File: config.mk
export PLATFORM = sky130hd
export DESIGN_NAME = srpg_ramp
export DESIGN_NICKNAME = d
export VERILOG_FILES = /design/src/rtl/srpg_pkg.sv /design/src/rtl/srpg_ramp.sv
export SDC_FILE = /design/constraint.sdc
export NUM_CORES = 2
export LEC_CHECK = 0
export BUFFER_PORTS_ARGS = -buffer_cell sky130_fd_sc_hd__buf_2
export CAP_MARGIN = 10
export CORE_UTILIZATION = 30
export DETAILED_ROUTE_END_ITERATION = 10
export HOLD_SLACK_MARGIN = 0.15
export PLACE_DENSITY = 0.54
export SYNTH_ARGS = -nofsm -noshare
export SYNTH_HDL_FRONTEND = slang
export SYNTH_SLANG_ARGS = --single-unit
File: constraint.sdc
create_clock -name clock -period 14.72 [get_ports clock]
set_input_delay 0.736 -clock clock [delete_from_list [all_inputs] [get_ports clock]]
set_output_delay 0.736 -clock clock [all_outputs]
set_load 0.02 [all_outputs]
File: src/rtl/srpg_pkg.sv
// Shared types, codes, constants and period helpers for the step pulse generator.
package srpg_pkg;

   // Command codes carried in the func field; the fourth code is a no-op
   typedef enum logic [1:0] {
      FUNC_TICK  = 2'd0,
      FUNC_START = 2'd1,
      FUNC_STOP  = 2'd2
   } func_type;

   localparam int          FRAC_BITS    = 24;  // Q40.24 ramp product scaling
   localparam int          TERM_BITS    = 40;
   localparam int          RAMP_BITS    = 32;
   localparam int          ELAPSED_BITS = 48;
   localparam logic [31:0] PERIOD_MAX   = 32'hFFFF_FFFF;

   // One input beat
   typedef struct packed {
      logic [1:0]         func;
      logic [31:0]        move_steps;
      logic signed [24:0] signed_period;
      logic [31:0]        ramp_steps;
      logic [31:0]        ramp_slope;
   } req_type;

   // One result beat
   typedef struct packed {
      logic        step_level;
      logic        dir_ccw;
      logic        running;
      logic [31:0] steps_left_out;
      logic [47:0] elapsed_us;
      logic        start_ignored;
   } rsp_type;

   // Registered ramp product for the next falling edge
   typedef struct packed {
      logic        on_ramp;
      logic [63:0] product;
   } ramp_type;

   // floor(product / 2^24) plus goal, saturated to 32 bits
   function automatic logic [31:0] sat_period(input logic [TERM_BITS-1:0] term,
                                              input logic [31:0] goal);
      logic [TERM_BITS:0] sum;
      sum = {1'b0, term} + (TERM_BITS+1)'(goal);
      if (sum > (TERM_BITS+1)'(PERIOD_MAX))
         return PERIOD_MAX;
      return sum[31:0];
   endfunction

   // Alarm interval: half the period, never below one tick
   function automatic logic [31:0] half_interval(input logic [31:0] period);
      logic [31:0] h;
      h = period >> 1;
      return (h == 32'd0) ? 32'd1 : h;
   endfunction

endpackage

File: src/rtl/srpg_ramp.sv
// Look-ahead ramp stage: picks the ramp distance and registers distance times slope.
module srpg_ramp #(
   parameter int STEP_COUNT_BITS = 32
) (
   input  logic                       clock,
   input  logic                       reset,
   input  logic [STEP_COUNT_BITS-1:0] done_steps,
   input  logic [STEP_COUNT_BITS-1:0] left_steps,
   input  logic [31:0]                ramp_len,
   input  logic [31:0]                slope,
   output srpg_pkg::ramp_type         ramp
);
   import srpg_pkg::*;

   localparam int CW = (STEP_COUNT_BITS > 24) ? STEP_COUNT_BITS : 24;

   logic [CW-1:0] done_w;
   logic [CW-1:0] left_w;
   logic [CW-1:0] limit_w;
   logic          in_up;
   logic          in_down;
   logic [31:0]   ramp_dist;
   ramp_type      ramp_in;
   ramp_type      ramp_ff;

   // n*256 < ramp  <=>  n <= (ramp-1) >> 8, with ramp non-zero
   always_comb begin
      done_w  = CW'(done_steps);
      left_w  = CW'(left_steps);
      limit_w = CW'((ramp_len - 32'd1) >> 8);
      in_up   = (ramp_len != 32'd0) && (done_w <= limit_w);
      in_down = (ramp_len != 32'd0) && (left_w <= limit_w);
   end

   // Up ramp counts from steps done, down ramp from steps left
   always_comb begin
      if (in_up)
         ramp_dist = ramp_len - {done_w[23:0], 8'h00};
      else
         ramp_dist = ramp_len - {left_w[23:0], 8'h00};
      ramp_in.on_ramp = in_up || in_down;
      ramp_in.product = 64'(ramp_dist) * 64'(slope);
   end

   always_ff @(posedge clock) begin
      if (reset) begin
         ramp_ff.on_ramp <= 1'b0;
      end else begin
         ramp_ff.on_ramp <= ramp_in.on_ramp;
      end
      ramp_ff.product <= ramp_in.product;
   end

   assign ramp = ramp_ff;

endmodule

-- Yosys cells after proc, flatten, opt, wreduce, memory -nomap -nowiden
Index checks and enable logic that the tools add are counted.
- bits of input ports: 130
- register bits after elaboration: 65
- output and inout port bits: 65
- logic and storage cells: 13
- multiply operators: 1
- magnitude comparators: 2
- reduce and logical (&&, ||, !) cells: 4
- muxes and demuxes: 1
- $add $sub $neg: 3
- operator list (kind ; number):
    <= comparator 32 x 24 -> 1 bit ; 2
    multiplier 32 x 32 -> 64 bit ; 1
    subtractor 32 bit ; 2
    two-way mux 32 bit ; 1
    nonzero test 32 bit ; 1
    subtractor 32 x 1 -> 32 bit (second input constant) ; 1
    logical AND 1 bit ; 2
    logical OR 1 bit ; 1

-- Depth between registers and ports, before layout
- depth in word-level cells: 5
- mapped depth: 62
- gate-level depth less buffers: 57

-- Worst setup path after synthesis
No wires, ideal clock.
- path kind: input port to flip-flop
- start: in ramp_len[4]
- end: reg ramp_ff, in the netlist ramp[60]
- library setup time: 63 ps
- buffers on the path: 6
- stages on the path: 56
- data arrival time: 13901 ps
- setup slack: 756 ps
- path through: nor4_2 > and4b_1 > buf_2 > nand3_4 > nor3_4 > nand2_2 > or3_4 > nor3_1 > nor2_1 > ha_1 > and4_1 > and2_1 > nand3_1 > o41a_1 > o21ai_1 > buf_4 > buf_2 > o21ai_0 > [20 not listed] > fa_1 > inv_1 > fa_1 > fa_1 > fa_1 > ha_1 > clkbuf_1 > a21o_1 > a21oi_1 > nor2b_1 > or4_1 > a41oi_1 > o221a_2 > o2111ai_1 > nand4_1 > a21oi_1 > or4b_2 > nand3_1
- RTL lines (what ; line ; source):
    start: declaration ; srpg_ramp.sv:9 ; input logic [31:0] ramp_len,
    end: declaration ; srpg_ramp.sv:24 ; ramp_type ramp_ff;

==> flow_summary.ini <==
[outcome]
status = finished, final reports clean

[worst_setup_path]
critPathSlowestCell = or4b_2
cp_num_buf_inv = 10
crit_path_max_fanout = 12
crit_family = adder cells
end_kind = register
cp.required_ns = 15.09
max_stage_delay_ns = 0.61
crit_arrival_ns = 14.50
startpoint_type = primary input
cpMostUsedCell = fa_1
critical_path_class = primary input to register

[finish]
num-nets-final = 6004
regMostFlops = ramp
final_util_pct = 34.4
largest_register_ffs = 65
area_growth_pct = 13.3
top_regs = ramp (65)
drive_above_1_share_pct = 12.7

[timing]
fin_crit_sh_pct = 96.0
period_minus_slack_ns = 14.12
rsz0062_at_grt = true
slew_violations = 0
finalHoldViolCount = 0
finalSetupViolations = 0
max_freq_mhz = 70.8
slew_headroom_pct = 42.9
tightest_slew_ns = 0.856
whs_ns = 0.539

[grt]
grt_pass1_wl_mm = 179
grt_antenna_before_repair = 3
grt_pass1_vias = 32600
grt_remaining_overflow = 0
grt_use_total_pct = 17.4
grt_max_degree = 65

[synthesis]
yosysTopAreaCell = fa_1
syn_area_um2 = 38800
synth-seq-cells = 65
ys_seq_area_share_pct = 3.36
syn_area_per_cell_um2 = 8.84
yosysWarnings = 0
ys_top_cells_by_area = fa_1, ha_1, inv_1
synthArstFlopShare_pct = 0
synth_flop_cell = dfxtp_1
synth-edff-count = 0
synth_cells = 4387
syn_nets = 5740
synth_top_area_share_pct = 46.3
synth_cell_types = 73

[drt]
routed_via_density = 4.75
wire_per_inst_um = 17.2
vias = 30000
final_antenna_net_count = 0
drcViolationCount = 0
initialDrtViolationCount = 1472
dr.pass1.iters = 5
drt-total-wl_mm = 109

[floorplanning]
start_util_pct = 30.3
die_h_um = 362
core_um2 = 128000
dieArea_um2 = 131000
io_pins = 195
rows = 131
die_w_um = 362

[clocking]
cts_tree = yes
clock_path_buffers = 2
clk_pin_slew_ns = 0.07
cts_sinks = 65
cts_buffers = 9
root_buffer = clkbuf_16
htree_levels = 3

[place]
gp_congestion = 0.901
post-dp-hpwl_mm = 91.3
portBuffers = 194

[run]
maxCapViolCount = 0

[worst_hold_path]
hp-class = primary input to register
cell type report:
cell class | count | area, um2
clock buffers | 12 | 256
diodes | 2 | 5.00
fillers | 13300 | 83900
inverters | 913 | 3430
well taps | 1662 | 2080
repair buffers | 518 | 3540
multi-input cells | 3144 | 33300
clock inverters | 4 | 75.1
flip-flops and latches | 65 | 1300
cells by family (layout without fill, tap and decap cells):
logic type,after synthesis,count (layout),synth area share [%]
simple gates,1422,1422,18.8
buf+inv,1178,1447,11.4
mux,22,22,0.571
other cells,0,2,0
xor+xnor,100,100,2.28
flops,65,65,3.36
fa+ha+maj,1225,1225,56.9
compound gates,375,375,6.64
Yosys cell counts, drive strengths merged, types with 64 or more instances:
master  instances
nor2b          64
and2          468
nor2           64
dfxtp          65
fa            897
a21oi          93
ha            326
xnor2          66
nand2         580
inv           913
nand2b         67
clkbuf        249
path summary, 6_finish.rpt:
check  depth (start not counted)  slack (ns)                   to         from
min                            2        0.54  ramp[64]$_SDFF_PP0_        reset
max                           58        0.60     ramp[60]$_DFF_P_  ramp_len[1]
layer usage:
layer  up-vias  share of wire (%)  global-route usage [%]
met4         2                2.0                    4.16
met2       600                 50                    30.4
met5         -              0.016                       0
met3        99                3.7                    1.93
li1      13800                  -                       -
met1     15600                 44                    22.8
placed cells by master, fill, tap and decap left out, drive strengths merged, types with 3 or more instances in the layout:
cell and count:
inv 913, fa 897, nand2 580, buf 518, and2 468, ha 326
a21oi 93, nand2b 67, xnor2 66, dfxtp 65, nor2b 64, nor2 64
a21o 59, nand3 52, o21ai 47, nor4 40, o211ai 38, xor2 34
a311o 26, nand4 25, o21a 24, mux2i 21, o21bai 14, nor3 14
clkbuf 12, a31oi 11, a311oi 10, or3 10, or2 9, and3 8
a21boi 8, or4 7, a211oi 7, a2111oi 5, and4 4, o31ai 4
o2111ai 4, o22ai 3, o2bb2ai 3, a41oi 3
repair_timing:
item | CTS | global route
endpoints found under the setup margin | 2 | 19
pin swaps | 0 | 7
gates resized for setup | 3 | 21
hold buffers | 0 | 0
buffers inserted | 0 | 6
metrics by stage:
stage               instances  worst slack (ns)  setup TNS (ns)  cell area (um2)
CTS                      6312             0.143               0            43800
global placement         6296            -0.296          -0.608            43500
floorplan                4387             0.756               0            38800
finish                   6320             0.596               0            43900
detailed placement       6296            -0.445           -2.35            43500
global route             6318           -0.0462         -0.0462            43900
Power is left out: the tool's default activity adds up to more than one toggle a clock period on the data nets, which glitch-free logic cannot reach.
