[src/rtl/srpg_pkg.sv]
// Shared types, codes, constants and period helpers for the step pulse generator.
package srpg_pkg;

   // Command codes carried in the func field; the fourth code is a no-op
   typedef enum logic [1:0] {
      FUNC_TICK  = 2'd0,
      FUNC_START = 2'd1,
      FUNC_STOP  = 2'd2
   } func_type;

   localparam int          FRAC_BITS    = 24;  // Q40.24 ramp product scaling
   localparam int          TERM_BITS    = 40;
   localparam int          RAMP_BITS    = 32;
   localparam int          ELAPSED_BITS = 48;
   localparam logic [31:0] PERIOD_MAX   = 32'hFFFF_FFFF;

   // One input beat
   typedef struct packed {
      logic [1:0]         func;
      logic [31:0]        move_steps;
      logic signed [24:0] signed_period;
      logic [31:0]        ramp_steps;
      logic [31:0]        ramp_slope;
   } req_type;

   // One result beat
   typedef struct packed {
      logic        step_level;
      logic        dir_ccw;
      logic        running;
      logic [31:0] steps_left_out;
      logic [47:0] elapsed_us;
      logic        start_ignored;
   } rsp_type;

   // Registered ramp product for the next falling edge
   typedef struct packed {
      logic        on_ramp;
      logic [63:0] product;
   } ramp_type;

   // floor(product / 2^24) plus goal, saturated to 32 bits
   function automatic logic [31:0] sat_period(input logic [TERM_BITS-1:0] term,
                                              input logic [31:0] goal);
      logic [TERM_BITS:0] sum;
      sum = {1'b0, term} + (TERM_BITS+1)'(goal);
      if (sum > (TERM_BITS+1)'(PERIOD_MAX))
         return PERIOD_MAX;
      return sum[31:0];
   endfunction

   // Alarm interval: half the period, never below one tick
   function automatic logic [31:0] half_interval(input logic [31:0] period);
      logic [31:0] h;
      h = period >> 1;
      return (h == 32'd0) ? 32'd1 : h;
   endfunction

endpackage

[src/rtl/srpg_ctrl.sv]
// Motion state: tick timer, step pin, step counts and per-beat next-state logic.
module srpg_ctrl #(
   parameter int STEP_COUNT_BITS = 32,
   parameter int PERIOD_BITS     = 24
) (
   input  logic                       clock,
   input  logic                       reset,
   input  logic                       fire,
   input  srpg_pkg::req_type          req,
   input  srpg_pkg::ramp_type         ramp,
   output srpg_pkg::rsp_type          rsp,
   output logic [STEP_COUNT_BITS-1:0] done_steps,
   output logic [STEP_COUNT_BITS-1:0] left_steps,
   output logic [31:0]                ramp_len,
   output logic [31:0]                slope
);
   import srpg_pkg::*;

   localparam logic [32:0] GOAL_MAX = (33'd1 << PERIOD_BITS) - 33'd1;

   logic                       pin_ff,     pin_in;
   logic                       dir_ff,     dir_in;
   logic                       active_ff,  active_in;
   logic [STEP_COUNT_BITS-1:0] left_ff,    left_in;
   logic [STEP_COUNT_BITS-1:0] done_ff,    done_in;
   logic [PERIOD_BITS-1:0]     goal_ff,    goal_in;
   logic [31:0]                ramp_ff,    ramp_in;
   logic [31:0]                slope_ff,   slope_in;
   logic [31:0]                tick_ff,    tick_in;
   logic [31:0]                alarm_ff,   alarm_in;
   logic [ELAPSED_BITS-1:0]    elapsed_ff, elapsed_in;
   logic                       ignored;

   logic [31:0]                tick_inc;
   logic [31:0]                fall_period;
   logic [STEP_COUNT_BITS-1:0] start_steps;
   logic [25:0]                mag;
   logic [PERIOD_BITS-1:0]     start_goal;
   logic [63:0]                start_prod;
   logic [31:0]                start_period;

   // Period of the step now ending, from the look-ahead product
   always_comb begin
      tick_inc = tick_ff + 32'd1;
      if (ramp.on_ramp)
         fall_period = sat_period(ramp.product[63:FRAC_BITS], 32'(goal_ff));
      else
         fall_period = 32'(goal_ff);
   end

   // Start command decode: goal magnitude and first period
   always_comb begin
      start_steps = STEP_COUNT_BITS'(req.move_steps);
      if (req.signed_period[24])
         mag = 26'h200_0000 - {1'b0, req.signed_period};
      else
         mag = {1'b0, req.signed_period};
      if (33'(mag) > GOAL_MAX)
         start_goal = PERIOD_BITS'(GOAL_MAX);
      else
         start_goal = PERIOD_BITS'(mag);
      start_prod   = 64'(req.ramp_steps) * 64'(req.ramp_slope);
      start_period = sat_period(start_prod[63:FRAC_BITS], 32'(start_goal));
   end

   // Next state for the beat being executed
   always_comb begin
      pin_in     = pin_ff;
      dir_in     = dir_ff;
      active_in  = active_ff;
      left_in    = left_ff;
      done_in    = done_ff;
      goal_in    = goal_ff;
      ramp_in    = ramp_ff;
      slope_in   = slope_ff;
      tick_in    = tick_ff;
      alarm_in   = alarm_ff;
      elapsed_in = elapsed_ff;
      ignored    = 1'b0;
      if (fire) begin
         case (func_type'(req.func))
            FUNC_TICK: begin
               if (active_ff) begin
                  if (tick_inc >= alarm_ff) begin
                     tick_in = 32'd0;
                     if (left_ff == '0) begin
                        active_in = 1'b0;
                     end else if (pin_ff) begin
                        // falling edge: one step issued, next period set
                        alarm_in   = half_interval(fall_period);
                        elapsed_in = elapsed_ff + ELAPSED_BITS'(fall_period);
                        left_in    = left_ff - STEP_COUNT_BITS'(1);
                        done_in    = done_ff + STEP_COUNT_BITS'(1);
                        pin_in     = 1'b0;
                     end else begin
                        pin_in = 1'b1;
                     end
                  end else begin
                     tick_in = tick_inc;
                  end
               end
            end
            FUNC_START: begin
               if (active_ff) begin
                  ignored = 1'b1;
               end else if (start_steps != '0) begin
                  dir_in     = ~req.signed_period[24];
                  goal_in    = start_goal;
                  ramp_in    = req.ramp_steps;
                  slope_in   = req.ramp_slope;
                  left_in    = start_steps;
                  done_in    = '0;
                  elapsed_in = ELAPSED_BITS'(start_period);
                  alarm_in   = half_interval(start_period);
                  tick_in    = 32'd0;
                  active_in  = 1'b1;
               end
            end
            FUNC_STOP: begin
               active_in = 1'b0;
               pin_in    = 1'b0;
            end
            default: begin
            end
         endcase
      end
   end

   always_ff @(posedge clock) begin
      if (reset) begin
         pin_ff     <= 1'b0;
         dir_ff     <= 1'b0;
         active_ff  <= 1'b0;
         left_ff    <= '0;
         done_ff    <= '0;
         goal_ff    <= '0;
         ramp_ff    <= 32'd0;
         slope_ff   <= 32'd0;
         tick_ff    <= 32'd0;
         alarm_ff   <= 32'd1;
         elapsed_ff <= '0;
      end else begin
         pin_ff     <= pin_in;
         dir_ff     <= dir_in;
         active_ff  <= active_in;
         left_ff    <= left_in;
         done_ff    <= done_in;
         goal_ff    <= goal_in;
         ramp_ff    <= ramp_in;
         slope_ff   <= slope_in;
         tick_ff    <= tick_in;
         alarm_ff   <= alarm_in;
         elapsed_ff <= elapsed_in;
      end
   end

   // Result reflects the state after this beat
   always_comb begin
      rsp.step_level     = pin_in;
      rsp.dir_ccw        = dir_in;
      rsp.running        = active_in;
      rsp.steps_left_out = 32'(left_in);
      rsp.elapsed_us     = elapsed_in;
      rsp.start_ignored  = ignored;
   end

   assign done_steps = done_ff;
   assign left_steps = left_ff;
   assign ramp_len   = ramp_ff;
   assign slope      = slope_ff;

endmodule

[config.mk]
export PLATFORM = sky130hd
export DESIGN_NAME = srpg_ctrl
export DESIGN_NICKNAME = d
export VERILOG_FILES = /design/src/rtl/srpg_pkg.sv /design/src/rtl/srpg_ctrl.sv
export SDC_FILE = /design/constraint.sdc
export NUM_CORES = 2
export LEC_CHECK = 0
export BUFFER_PORTS_ARGS = -buffer_cell sky130_fd_sc_hd__buf_4
export CELL_PAD_IN_SITES_DETAIL_PLACEMENT = 0
export CELL_PAD_IN_SITES_GLOBAL_PLACEMENT = 1
export CORE_UTILIZATION = 43
export DETAILED_ROUTE_END_ITERATION = 10
export PLACE_DENSITY = 0.77
export SYNTH_ARGS = -nofsm -noshare
export SYNTH_HDL_FRONTEND = slang
export SYNTH_SLANG_ARGS = --single-unit
export TNS_END_PERCENT = 20
[constraint.sdc]
create_clock -name clock -period 17.15 [get_ports clock]
set_input_delay 3.43 -clock clock [delete_from_list [all_inputs] [get_ports clock]]
set_output_delay 3.43 -clock clock [all_outputs]
set_load 0.005 [all_outputs]
[Word level (Yosys, flattened, before mapping)]
Cells that the tools add are included.
Storage, ports and cells
  register bits after elaboration: 267
  latch bits: 0
  RAM bits: 0
  bits in read-only memories: 0
  input port bits: 191
  output and inout bits: 212
  logic and storage cells: 107
  memories: 0
Cells by class
  $add $sub $neg: 7
  $mul: 1
  div/mod/pow operators: 0
  magnitude comparators: 4
  equal/unequal tests: 8
  shift operators: 0
  multiplexer cells: 65
  bitwise logic cells: 2
  reductions and logical operators: 9
Operators by type and width (number)
  32-bit 2-to-1 mux: 26
  48-bit 2-to-1 mux: 7
  32-bit one-hot mux with 2 select lines: 4
  32-bit logical NOT: 3
  48-bit one-hot mux with 2 select lines: 1
  40-bit by 24-bit adder with 41-bit output: 2
  41-bit by 32-bit greater-than comparator with 1-bit output (second input constant): 2
  32-bit by 1-bit adder with 32-bit output (second input constant): 2
  32-bit by 32-bit multiplier with 64-bit output: 1
  31-bit 2-to-1 mux: 2
  48-bit by 32-bit adder with 48-bit output: 1
  32-bit >= comparator: 1
  32-bit nonzero test: 1
  32-bit by 1-bit subtractor with 32-bit output (second input constant): 1
  26-bit by 24-bit greater-than comparator with 1-bit output (second input constant): 1
  26-bit 2-to-1 mux: 1
  26-bit by 25-bit subtractor with 26-bit output (first input constant): 1
  24-bit 2-to-1 mux: 1
  1-bit 2-to-1 mux: 21
  2-bit inequality test (second input constant): 6
  8-bit AND reduction: 1
  5-bit AND reduction: 1
  4-bit AND reduction: 1
  1-bit one-hot mux with 3 select lines: 1
  6 further kinds: 7

[Depth between registers and ports, before layout]
  depth in word-level cells: 13
  mapped depth: 45
  mapped depth without buffers: 42

[Worst setup path before layout]
OpenSTA, ideal clock, no wires.
  kind: input to output
  start: input req[44] (netlist name)
  end: output rsp[25] (netlist name)
  arrival: 13196 ps
  required time: 13720 ps
  setup slack: 524 ps
  stages: 40
  path buffers: 2
  cell sequence: clkbuf_1 > and2_1 > fa_1 > fa_1 > fa_1 > inv_1 > fa_1 > inv_1 > fa_1 > inv_1 > fa_1 > inv_1 > fa_1 > inv_1 > fa_1 > inv_1 > ha_1 > nand2_1 > [... 4 more ...] > xnor2_1 > ha_1 > fa_1 > a211oi_1 > o21ai_0 > a2111oi_1 > o211a_1 > o21ai_0 > o41ai_1 > nor3_1 > and3_1 > a21o_1 > a22oi_1 > o221a_2 > o21ai_4 > buf_2 > o21a_1 > o22a_1
RTL lines
  start, declared: line srpg_ctrl.sv:9  | input srpg_pkg::req_type req,
  end, declared: line srpg_ctrl.sv:11  | output srpg_pkg::rsp_type rsp,

==> impl_results.md <==
- GR Util met2: 47.88%
- Slowest cell on the critical path: sky130_fd_sc_hd__fa_2
- Number of endpoints with negative hold slack in the final report: 0
- First-pass GRT wire length: 273,700 um
- Setup Total Neg Slack: 0 ps
- Critical path capture point type: output port
- R2R Path Start: goal_ff[0]
- Number of buffers inserted during clock tree synthesis: 38
- Post-synth top area cell: sky130_fd_sc_hd__fa_1
- Layout Area Growth over Synthesis: 19.32%
- Number of vias after detailed routing: 46,900
- Io pins: 403
- Maximum clock insertion buffer count: 3
- Cell seen most often among critical-path stages: sky130_fd_sc_hd__buf_4
- R2R setup slack: 8200 ps
- Wire length per cell: 20.30 um
- Final antenna-violating net count: 0
- Clock transition at the registers of the reported paths: 60 ps
- Setup crit start kind: primary input
- Total of buffers placed on input and output ports: 378
- Synthesized area per cell: 8.194 um2
- RSZ-0062 raised after global routing: true
- Number of nets in the layout: 8,470
- Fraction of layout cells with a size suffix above 1: 17.03%
- Largest cells by area after synthesis: sky130_fd_sc_hd__fa_1 34%, sky130_fd_sc_hd__dfxtp_1 10%, sky130_fd_sc_hd__ha_1 8.9%, sky130_fd_sc_hd__inv_1 7.2%, sky130_fd_sc_hd__nand2_1 7.0%
- Floorplan row count: 127
- Type of the worst min-delay path: register to register
- Fraction of registers with async set or reset after synthesis: 0%
- Sequential share of the synthesized area: 10.13%
- Final estimated routing congestion in global placement: 0.9622
- Die Height: 351.6 um
- Remaining global-route overflow: 0
- Number of enable-type register cells in the synthesized netlist: 0
- Number of endpoints failing setup at the final stage: 0
- Root buf cell: sky130_fd_sc_hd__clkbuf_16
- Number of storage elements in the synthesis netlist: 266
- Max Slew Vio Count: 0
- H-Tree Depth: 2
- Syn_nets: 7,880
- Count of cell types in the netlist: 102
- Starting density of the core: 43.58%
- DIE WIDTH: 351.6 um
- Worst setup path startpoint: req[41]
- Endpoint arrival time on the critical path: 13,530 ps
- Post-synthesis instance total: 6,415
- Number of sinks on the clock net: 266
- WP data required: 13,720 ps
- DRC violation total after the first TritonRoute iteration: 3,210
- Core Footprint: 120,600 um2
- Count of unresolved DRC violations after routing: 0
- GRT met1 Usage: 38.12%
- Clk_lat worst skew: 630 ps
- Area share of the leading cell type in the synthesized netlist: 34.20%
- Largest driver fanout on the critical path: 6
- Pin count of the biggest net entering global routing: 76
- Max stage delay on crit path: 560 ps
- Number of iterations in the first detailed-routing pass: 6
- Final period demand of the worst path: 16,960 ps
- Run status: completed
- Area of the mapped netlist: 52,570 um2
- Layer with the highest usage: met2
- Relative slew margins: 20.80%
- Yosys warns: 0
- Antenna violations before repair: 7
- Actual slew at the worst max-slew pin: 1187 ps
- Layout fillers: 11,570
- Cells on worst reg2reg path: 29
- Die area: 123,600 um2
- Global routing usage on met3: 3.666%
- Worst clock skew: 30.02 ps
- Final Hold Slack: 439.5 ps
- WS Path Type: primary input to output port
- Reg2Reg Capture Point: elapsed_ff[36]
- Placed wire-length estimate after detailed placement: 143,700 um
- TritonCTS clock tree: built
- Total length of routed wires: 175,500 um
- Fmax: 58.96 MHz
- Source of the worst hold timing path: alarm_ff[3]
- Final period utilization: 98.89%
- Via count of the first global-routing pass: 47,890
- Global-route total usage across every layer: 28.60%
- Routed via count divided by cell count: 5.423
- Dominant synthesized flop cell: sky130_fd_sc_hd__dfxtp_1
- Destination of the critical timing path: rsp[27]
- MaxCap Viol Count: 0
cell usage in the layout, fill, tap and decap left out, drive strengths merged, types with 46 or more instances in the layout:
cell type,synthesis,final
and2,549,549
buf,21,892
nand2,983,983
xor2,94,94
dfxtp,266,266
clkbuf,322,53
xnor2,93,93
nand4,46,46
ha,376,376
nand3,83,83
fa,898,898
nor2,307,307
o21ai,240,241
and3,52,52
a21oi,313,313
inv,1006,1009
nor3,97,97
a21o,82,82
critical path: cells and delay by family:
kind | cells | cell delay (ps)
AND/OR/NAND/NOR | 7 | 1290
adder cells (fa/ha/maj) | 10 | 4620
AO/OA/AOI/OAI | 13 | 2400
XOR/XNOR | 1 | 140
buffers and inverters | 14 | 1620
cell type report:
cell class	count	area, um2	area share [%]
diodes	3	7.507	0.01197
repair buffers	892	7096	11.31
flip-flops and latches	266	5325	8.490
clock buffers	53	1057	1.686
inverters	1006	3776	6.021
well taps	1612	2017	3.216
clock inverters	15	242.7	0.3870
multi-input cells	4801	43200	68.88
worst min-delay path by stage:
stage,endpoint,slack [ps],cells past startpoint
floorplan,alarm_ff[10],420,2
global placement,alarm_ff[2],430,2
detailed placement,alarm_ff[3],430,2
CTS,alarm_ff[3],440,2
global route,alarm_ff[2],460,2
finish,alarm_ff[3],440,2
sequential cells by signal (all words and copies together) (netlist names):
| register | count |
|---|---|
| active_ff | 1 |
| alarm_ff | 31 |
| dir_ff | 1 |
| done_steps | 32 |
| elapsed_ff | 48 |
| goal_ff | 24 |
| left_steps | 32 |
| pin_ff | 1 |
| ramp_len | 32 |
| slope | 32 |
| tick_ff | 32 |
stage by stage:
stage | cell area [um2] | worst slack (ps) | cells | util, %
2_1_floorplan | 52570 | 524.3 | 6415 | -
3_3_place_gp | 59840 | -601.0 | 8545 | 49.62
3_5_place_dp | 59840 | -619.0 | 8545 | 49.62
4_1_cts | 61650 | 0.02576 | 8623 | 51.12
5_1_grt | 62720 | -222.2 | 8647 | 52.00
6_report | 62720 | 189.7 | 8648 | 52.00
timing repair:
item,CTS,global route
pin swaps,46,141
cloned,0,2
buffers inserted,10,21
resized for setup,89,204
hold buffers,0,0
endpoints found under the setup margin,32,32
cells in the mapped netlist (33+ instances only):
cell	instances
sky130_fd_sc_hd__a211oi_1	33
sky130_fd_sc_hd__a21o_1	81
sky130_fd_sc_hd__a21oi_1	313
sky130_fd_sc_hd__a22oi_1	41
sky130_fd_sc_hd__a31oi_1	45
sky130_fd_sc_hd__and2_1	548
sky130_fd_sc_hd__and3_1	47
sky130_fd_sc_hd__clkbuf_1	318
sky130_fd_sc_hd__dfxtp_1	266
sky130_fd_sc_hd__fa_1	898
sky130_fd_sc_hd__ha_1	376
sky130_fd_sc_hd__inv_1	1006
sky130_fd_sc_hd__nand2_1	982
sky130_fd_sc_hd__nand3_1	82
sky130_fd_sc_hd__nand4_1	45
sky130_fd_sc_hd__nor2_1	305
sky130_fd_sc_hd__nor3_1	96
sky130_fd_sc_hd__nor4_1	33
sky130_fd_sc_hd__o21a_1	35
sky130_fd_sc_hd__o21ai_0	233
sky130_fd_sc_hd__xnor2_1	93
sky130_fd_sc_hd__xor2_1	94
kinds of logic after synthesis:
kind of cell	share of synthesized area [%]
AO/OA/AOI/OAI	12.19
XOR/XNOR	3.116
adder cells (fa/ha/maj)	43.15
buffers and inverters	9.723
flip-flops	10.13
multiplexers	0.3285
AND/OR/NAND/NOR	21.36
metal layers:
layer  vias up  part of all wire, %  wire length [um]
met5         -                0.018                31
li1      21620                    -                 -
met1     23530                   43             75020
met4         4                  3.4              6046
met3       291                  6.1             10770
met2      1456                   48             83660
Power is left out: the tool's default activity adds up to more than one toggle a clock period on the data nets, which glitch-free logic cannot reach.
